`config.mk`:
```
export PLATFORM = sky130hd
export DESIGN_NAME = pfba_ctrl
export DESIGN_NICKNAME = d
export VERILOG_FILES = /design/src/rtl/pfba_pkg.sv /design/src/rtl/pfba_ctrl.sv
export SDC_FILE = /design/constraint.sdc
export NUM_CORES = 1
export LEC_CHECK = 0
export BUFFER_PORTS_ARGS = -buffer_cell sky130_fd_sc_hd__clkbuf_2
export CORE_AREA = 8 8 45 47
export CTS_CLUSTER_DIAMETER = 100
export CTS_CLUSTER_SIZE = 20
export DETAILED_ROUTE_END_ITERATION = 7
export DIE_AREA = 0 0 53 55
export GPL_ROUTABILITY_DRIVEN = 0
export PLACE_DENSITY_LB_ADDON = 0.05
export RECOVER_POWER = 50
export SYNTH_ARGS = -nofsm -noshare
export SYNTH_HDL_FRONTEND = slang
export SYNTH_SLANG_ARGS = --single-unit
```
`constraint.sdc`:
```
create_clock -name clk -period 1.7 [get_ports clk]
set_input_delay 0.255 -clock clk [delete_from_list [all_inputs] [get_ports clk]]
set_output_delay 0.255 -clock clk [all_outputs]
set_load 0.1 [all_outputs]
```
`src/rtl/pfba_pkg.sv`:
```
// Shared types and constants for the page frame bitmap allocator.
// Holds request field widths, command codes and the controller/datapath links.
// No dependencies.
package pfba_pkg;

	localparam int FRAME_W       = 20;
	localparam int CMD_W         = 2;
	localparam int S_DATA_W      = 24;
	localparam int M_DATA_W      = 24;
	localparam int MAP_WORDS_DEF = 32768;
	localparam int WORD_BITS_DEF = 32;

	typedef logic [CMD_W-1:0] cmd_t;

	localparam cmd_t CMD_ALLOC = 2'd0;
	localparam cmd_t CMD_FREE  = 2'd1;
	localparam cmd_t CMD_MARK  = 2'd2;

	typedef struct packed {
		logic capture;
		logic rmw_rd;
		logic rmw_wr;
		logic scan_start;
		logic scan_rd;
		logic scan_take;
		logic scan_next;
		logic scan_empty;
		logic res_fail;
		logic clr_wr;
		logic load_out;
	} dp_cmd_t;

	typedef struct packed {
		cmd_t cmd;
		logic in_range;
		logic has_free;
		logic word_nz;
		logic scan_last;
		logic clr_last;
	} dp_sts_t;

endpackage

```
`src/rtl/pfba_ctrl.sv`:
```
// Controller state machine of the page frame bitmap allocator.
// Sequences clearing, request decode, read-modify-write, scan and response.
// Depends on pfba_pkg.
module pfba_ctrl (
	input  logic              clk,
	input  logic              arst_n,
	input  logic              s_tvalid,
	output logic              s_tready,
	output logic              m_tvalid,
	input  logic              m_tready,
	input  pfba_pkg::dp_sts_t sts,
	output pfba_pkg::dp_cmd_t ctl
);
	import pfba_pkg::*;

	localparam logic [2:0] S_CLEAR = 3'd0;
	localparam logic [2:0] S_IDLE  = 3'd1;
	localparam logic [2:0] S_DEC   = 3'd2;
	localparam logic [2:0] S_RMW   = 3'd3;
	localparam logic [2:0] S_SRD   = 3'd4;
	localparam logic [2:0] S_SCHK  = 3'd5;
	localparam logic [2:0] S_RESP  = 3'd6;

	logic [2:0] state_q;
	logic [2:0] state_d;
	logic       out_valid_q;
	logic       out_free;

	assign s_tready = (state_q == S_IDLE);
	assign m_tvalid = out_valid_q;
	assign out_free = !out_valid_q || m_tready;

	always_comb begin
		ctl     = '0;
		state_d = state_q;
		case (state_q)
			S_CLEAR: begin
				ctl.clr_wr = 1'b1;
				if (sts.clr_last) begin
					state_d = S_IDLE;
				end
			end
			S_IDLE: begin
				if (s_tvalid) begin
					ctl.capture = 1'b1;
					state_d     = S_DEC;
				end
			end
			S_DEC: begin
				case (sts.cmd)
					CMD_ALLOC: begin
						if (sts.has_free) begin
							ctl.scan_start = 1'b1;
							state_d        = S_SRD;
						end else begin
							ctl.res_fail = 1'b1;
							state_d      = S_RESP;
						end
					end
					CMD_FREE, CMD_MARK: begin
						if (sts.in_range) begin
							ctl.rmw_rd = 1'b1;
							state_d    = S_RMW;
						end else begin
							ctl.res_fail = 1'b1;
							state_d      = S_RESP;
						end
					end
					default: begin
						ctl.res_fail = 1'b1;
						state_d      = S_RESP;
					end
				endcase
			end
			S_RMW: begin
				ctl.rmw_wr = 1'b1;
				state_d    = S_RESP;
			end
			S_SRD: begin
				ctl.scan_rd = 1'b1;
				state_d     = S_SCHK;
			end
			S_SCHK: begin
				if (sts.word_nz) begin
					ctl.scan_take = 1'b1;
					state_d       = S_RESP;
				end else if (sts.scan_last) begin
					ctl.scan_empty = 1'b1;
					state_d        = S_RESP;
				end else begin
					ctl.scan_next = 1'b1;
					state_d       = S_SRD;
				end
			end
			S_RESP: begin
				if (out_free) begin
					ctl.load_out = 1'b1;
					state_d      = S_IDLE;
				end
			end
			default: begin
				state_d = S_IDLE;
			end
		endcase
	end

	always_ff @(posedge clk or negedge arst_n) begin
		if (!arst_n) begin
			state_q     <= S_CLEAR;
			out_valid_q <= 1'b0;
		end else begin
			state_q <= state_d;
			if (ctl.load_out) begin
				out_valid_q <= 1'b1;
			end else if (m_tready) begin
				out_valid_q <= 1'b0;
			end
		end
	end

endmodule

```
# Yosys cells after proc, flatten, opt, wreduce, memory -nomap -nowiden
# Cells that the tools add are included.
# totals
input_bits,11
elab_cells,53
output_inout_bits,13
register_bits,4
# op_classes
reduce_logical,7
mux,33
n_eq_ne,11
# op_table
operator,n
$mux W1,21
$pmux W3 S7,1
$mux W3,5
$eq A3 B3 Y1 const B,3
$mux W2,4
$eq A3 B2 Y1 const B,2
$ne A2 B2 Y1 const B,3
$pmux W3 S2,1
$eq A3 B1 Y1 const B,1
$logic_not A3 Y1,1
$reduce_and A3 Y1,1
$eq A2 B1 Y1 const B,1
$eq A2 B2 Y1 const B,1
$logic_not A2 Y1,1
$pmux W1 S2,1
$reduce_bool A2 Y1,1
$reduce_or A2 Y1,1
$logic_not A1 Y1,1
$logic_or A1 B1 Y1,1

# Depth between registers and ports, before layout
# Gate-level depths: netlist (run 1).
# logic_depth
ltp_word,5
ltp_mapped,6
ltp_nobuf,6

# Worst setup path before layout (run 1)
# No wires, ideal clock.
# synth_path
path_type,flip-flop to output port
from,register state_q[1]
to,output ctl[3] in the netlist's numbering
path_buffers,1
slack_ps,-1501
path_stages_with_launch,5
arrival_time_ps,2946
t_required_ps,1445
path_cell_list,dfrtp_1 -> buf_6 -> nor2_1 -> nand2_1 -> nor3b_1
# synth_rtl
item,line,text
"start, declared",pfba_ctrl.sv:24,logic [2:0] state_q;
"start signal, assigned",pfba_ctrl.sv:112,state_q <= state_d;
"end, declared",pfba_ctrl.sv:12,output pfba_pkg::dp_cmd_t ctl

==> results of run 1 <==
-- routing by layer --
layer | routed length [um] | up-vias | part of all wire | GRT usage
li1 | - | 255 | - | -
met1 | 473 | 206 | 0.41 | 0.105
met2 | 602 | 11 | 0.53 | 0.139
met3 | 64 | 0 | 0.056 | 0.0107
met4 | 0 | 0 | 0 | 0.0388
met5 | 0 | - | 0 | 0
-- cell usage in the layout, fill, tap and decap left out, types with 2 or more instances in the layout --
master    instances
buf_12           12
clkbuf_2         10
inv_1             5
nand2_1           4
dfrtp_2           4
buf_4             4
a21oi_1           3
ha_1              3
clkbuf_4          3
inv_2             2
nor3_2            2
nor3b_4           2
nor3_4            2
nor2_4            2
nor2_1            2
o21ai_0           2
o32ai_1           2
clkbuf_1          2
-- area by class of cell --
| type | count | area, um2 | share of cell area |
|---|---|---|---|
| Timing Repair Buffer | 28 | 334 | 0.380 |
| Multi-Input combinational cell | 42 | 367 | 0.417 |
| Inverter | 7 | 26.3 | 0.0299 |
| Clock buffer | 4 | 26.3 | 0.0299 |
| Sequential cell | 4 | 105 | 0.120 |
| Tap cell | 16 | 20.0 | 0.0228 |
-- what timing repair did --
item | in CTS | in global routing
resized for setup | 3 | 3
endpoints found under the hold margin | 4 | 0
pin swaps | 0 | 3
buffers inserted | 0 | 1
hold buffers | 1 | 0
setup endpoints to repair | 7 | 7
-- cell families after synthesis --
family	share of synthesized area
DFF	0.235
buffers and inverters	0.106
muxes	0.0235
and+or+nand+nor	0.368
adders and majority gates	0.0882
AOI/OAI and AO/OA	0.179
-- critical path: cells and delay by family (launching register included) --
family	cells	cell delay, ns
buffers and inverters	1	0.16
AND/OR/NAND/NOR	2	0.51
flip-flops	1	0.48
-- power breakdown --
group          internal (W)  total (W)  switching [W]
registers          0.000127   0.000183      0.0000553
logic              0.000402    0.00109       0.000688
clock network     0.0000881   0.000128      0.0000394
total              0.000617    0.00140       0.000782
-- state kept, by name, summed over array words and instances (netlist names) --
name and count:
state_q 3, m_tvalid 1
-- worst max-delay path by stage --
stage,startpoint,to,slack [ns]
global placement,state_q[1],ctl[3],0.20
finish,state_q[1],ctl[10],0.06
detailed placement,state_q[1],ctl[3],0.18
global route,state_q[2],ctl[2],0.0006
floorplan,state_q[2],ctl[10],-0.45
CTS,state_q[2],ctl[2],0.0001
-- cells in the mapped netlist (2+ instances only) --
cell type,instances,area share
o32ai_1,2,0.041
ha_1,3,0.088
dfrtp_1,4,0.24
nand2_1,5,0.044
a21oi_1,3,0.035
o21ai_0,2,0.024
nor3_1,5,0.059
nand3_1,2,0.024
inv_1,7,0.062
nor2_1,5,0.044
-- metrics by stage --
stage | cell area (um2) | hold slack, ns | power (W) | instances | TNS (ns)
3_3_place_gp | 832 | 0.0630 | 0.00126 | 95 | 0
4_1_cts | 873 | 0.320 | 0.00140 | 100 | 0
6_report | 878 | 0.325 | 0.00140 | 101 | 0
3_5_place_dp | 832 | 0.0629 | 0.00126 | 95 | 0
2_1_floorplan | 517 | -0.0406 | 0.000913 | 55 | -2.29
5_1_grt | 878 | 0.357 | 0.00147 | 101 | 0
==> results.json, run 1 <==
{
  "avgRoutedWirePerCell_um": 11.3,
  "crit_type": "reg -> out",
  "cts.sink_count": 4,
  "r2r_slack_ns": 0.21,
  "hold_class": "in -> reg",
  "tightest_slew_ns": 0.540,
  "h-tree-depth": 1,
  "gr-total-overflow": 0,
  "fill_cells": 121,
  "ys_seq_elements": 4,
  "hold_path_end": "m_tvalid",
  "crit_slowest_cell": "dfrtp_2",
  "max-vdd-ir-drop_uv": 1360,
  "cap_violations": 0,
  "vias": 472,
  "cts-root-buf": "clkbuf_4",
  "synth_fp_nets": 69,
  "fmax_mhz": 610,
  "fin_ws_ns": 0.0598,
  "final_layout_size_suffix_gt1_frac": 0.624,
  "leakagePower_nw": 0.385,
  "crit_arrival_ns": 1.39,
  "ys_seq_area_frac": 0.235,
  "drc": 0,
  "cp_cell_sequence": "nor3b_4, and2_4, buf_12",
  "finalNetCount": 100,
  "slew_headroom": 0.641,
  "path_max_fanout": 10,
  "finalClockSkew_ns": 0.00618,
  "io_pins": 24,
  "start_util": 0.307,
  "row_count": 14,
  "rr_startpoint": "state_q[1]",
  "cts_tree": "yes",
  "synthCells": 55,
  "ys_warn_count": 0,
  "synth_cell_type_count": 27,
  "syn2layout_area_growth_pct": 106,
  "setup_violations": 0,
  "die_y_um": 55,
  "drt-initial-drc-count": 5,
  "synth-async-reset-ratio": 1.00,
  "cts_max_path_buffers": 2,
  "viasPerCell": 4.67,
  "required_ns": 1.44,
  "grt_pass1_wl_um": 1900,
  "antenna_cells": 0,
  "syn_avg_cell_area_um2": 7.73,
  "clk_pin_slew_ns": 0.04,
  "synth_area_um2": 425,
  "grt_max_degree": 12,
  "clk_latency_ns": 0.24,
  "drv_slew": 0,
  "wl_um": 1140,
  "synth_edf_count": 0,
  "drt.antenna.violating_nets": 0,
  "core_area_um2": 1380,
  "hold_viol": 0,
  "die_w_um": 53,
  "hold_start": "m_tready",
  "port_buffers": 23,
  "min_path_cells": 3,
  "worst_setup_path_start_kind": "flop",
  "worstRegToRegCells": 3,
  "cts_buffers": 3,
  "status": "finished clean",
  "synth_flop_cell": "dfrtp_1",
  "die-area_um2": 2920,
  "firstDrtPassIters": 4,
  "grt_pass1_vias": 465,
  "fin_crit_ns": 1.64,
  "utilization": 0.635,
  "rsz0062_at_grt": "no",
  "post-place-ws_ns": 0.180,
  "critical-path-max-stage-delay_ns": 0.48,
  "antenna_found_initial": 0,
  "r2r_end": "state_q[1]",
  "worst_setup_path_end_kind": "output pin",
  "hpwl_um": 1010,
  "powerDensity_nw_per_um2": 1590,
  "track_usage": 0.0834,
  "fin_crit_sh": 0.965
}
No activity file was read; power rests on OpenSTA's default activity.
==> run 2, diff against run 1 <==
==> constraint.sdc (replaced) <==
create_clock -name clk -period 1.7 [get_ports clk]
set_input_delay 0.51 -clock clk [delete_from_list [all_inputs] [get_ports clk]]
set_output_delay 0.51 -clock clk [all_outputs]
set_load 0.1 [all_outputs]
==> run 2 against run 1 <==
Net effect: hold slack worse by 0.24 ns; the run now ends with negative setup slack left; final area is 25% higher; utilization is 16 points higher; first-iteration DRC count down 40%; largest cell class is now non-clock buffers; critical path depth grew 1; combinational power grew 25%; final cell count grew 14%.
==> results.json, run 2 (synthesis gave the netlist of run 1 again) <==
{
  "status": "finished, violations left",
  "violations": "negative setup slack",
  "cts-root-buf": "clkbuf_4",
  "required_ns": 1.19,
  "clk_pin_slew_ns": 0.04,
  "r2r_slack_ns": 0.09,
  "grt_max_degree": 8,
  "max_flop_register": "state_q",
  "firstDrtPassIters": 2,
  "rsz0062_at_grt": "yes",
  "syn2layout_area_growth_pct": 158,
  "start_util": 0.307,
  "drv_slew": 0,
  "final_common_cell": "buf_4",
  "row_count": 14,
  "crit_type": "reg -> out",
  "avgRoutedWirePerCell_um": 13.2,
  "final_layout_size_suffix_gt1_frac": 0.747,
  "setup_violations": 11,
  "antenna_cells": 0,
  "powerDensity_nw_per_um2": 1500,
  "cts-hold-fix-buffers": 0,
  "multi_input_area_um2": 422,
  "die-area_um2": 2920,
  "die_w_um": 53,
  "tightest_slew_ns": 0.308,
  "max-vdd-ir-drop_uv": 1300,
  "fill_cells": 107,
  "finalNetCount": 114,
  "fin_tns_setup_ns": -1.15,
  "port_buffers": 23,
  "grt_pass1_wl_um": 2430,
  "hpwl_um": 1250,
  "viasPerCell": 5.03,
  "fin_crit_sh": 1.10,
  "grt_pass1_vias": 606,
  "fin_crit_ns": 1.86,
  "h-tree-depth": 1,
  "track_usage": 0.112,
  "path_max_fanout": 6,
  "cap_violations": 0,
  "hold_viol": 0,
  "cts_buffers": 3,
  "wl_um": 1520,
  "worst_setup_path_start_kind": "flop",
  "vias": 578,
  "finalClockSkew_ns": 0.00363,
  "drt-initial-drc-count": 3,
  "antenna_found_initial": 0,
  "worst_setup_path_end_kind": "output pin",
  "drt.antenna.violating_nets": 0,
  "io_pins": 24,
  "fin_ws_ns": -0.163,
  "layout_common_cells": "15 x buf_4, 13 x buf_12, 7 x clkbuf_2",
  "drc": 0,
  "leakagePower_nw": 0.484,
  "gr-total-overflow": 0,
  "fmax_mhz": 537,
  "seqCellArea_um2": 106,
  "largest_register_ffs": 3,
  "slew_headroom": 0.789,
  "cts.sink_count": 4,
  "hold_class": "in -> async",
  "cts_tree": "yes",
  "post-place-ws_ns": -0.226,
  "die_y_um": 55,
  "clk_latency_ns": 0.23,
  "core_area_um2": 1380,
  "crit_arrival_ns": 1.35,
  "cts_max_path_buffers": 2
}
==> run 2: cell types whose count changed in the layout (fill, tap and decap cells not counted), sizes merged <==
cell / change
buf: +16
clkbuf: -1
dlygate4sd3: -1
==> run 2: per-stage QoR <==
step	hold WS (ns)	total power (W)	instances	area, um2	util
final	0.0888	0.00165	115	1100	0.793
after global routing	0.0929	0.00173	115	1100	0.793
after CTS	0.0668	0.00163	113	1080	0.780
after detailed placement	0.320	0.00142	106	986	0.712
after global placement	0.318	0.00141	106	986	0.712
after floorplan	0.214	0.000956	55	573	-
==> run 2: routing by layer <==
metal	share of wire	GRT usage	vias to the layer above
li1	-	-	281
met1	0.34	0.109	275
met3	0.055	0.0267	5
met5	0	0	-
met2	0.59	0.217	17
met4	0.015	0.0517	0
==> run 2: worst paths after layout <==
kind / from / endpoint / cells past startpoint
worst max-delay path: state_q[2] / ctl[10] / 4
worst min-delay path: arst_n / m_tvalid / 1
worst max register to register: state_q[2] / state_q[1] / 5
worst min register to register: state_q[0] / state_q[0] / 3
max in group asynchronous: arst_n / m_tvalid / 1
min in group clk: m_tready / m_tvalid / 3
==> run 2: final cells by class <==
| class | count | area share |
|---|---|---|
| Timing Repair Buffer | 42 | 0.441 |
| Multi-Input combinational cell | 42 | 0.384 |
| Sequential cell | 4 | 0.0969 |
| Inverter | 7 | 0.0353 |
| Clock buffer | 4 | 0.0239 |
| Tap cell | 16 | 0.0182 |
==> run 2: repair_timing <==
action	4_1_cts	5_1_grt
buffers inserted	3	2
endpoints found under the setup margin	11	12
resized for setup	11	2
pin swaps	7	3
==> run 2: report_power, final <==
group | switching [W] | total (W) | internal, W
registers | 0.0000269 | 0.000154 | 0.000127
clock network | 0.0000397 | 0.000128 | 0.0000881
logic | 0.000797 | 0.00136 | 0.000567
total | 0.000864 | 0.00165 | 0.000782
==> run 2: worst max-delay path: stages, from the launching register on <==
cell and delay (ns):
dfrtp_2 0.45, buf_12 0.15, nor3b_4 0.17, and2_4 0.18, buf_12 0.16
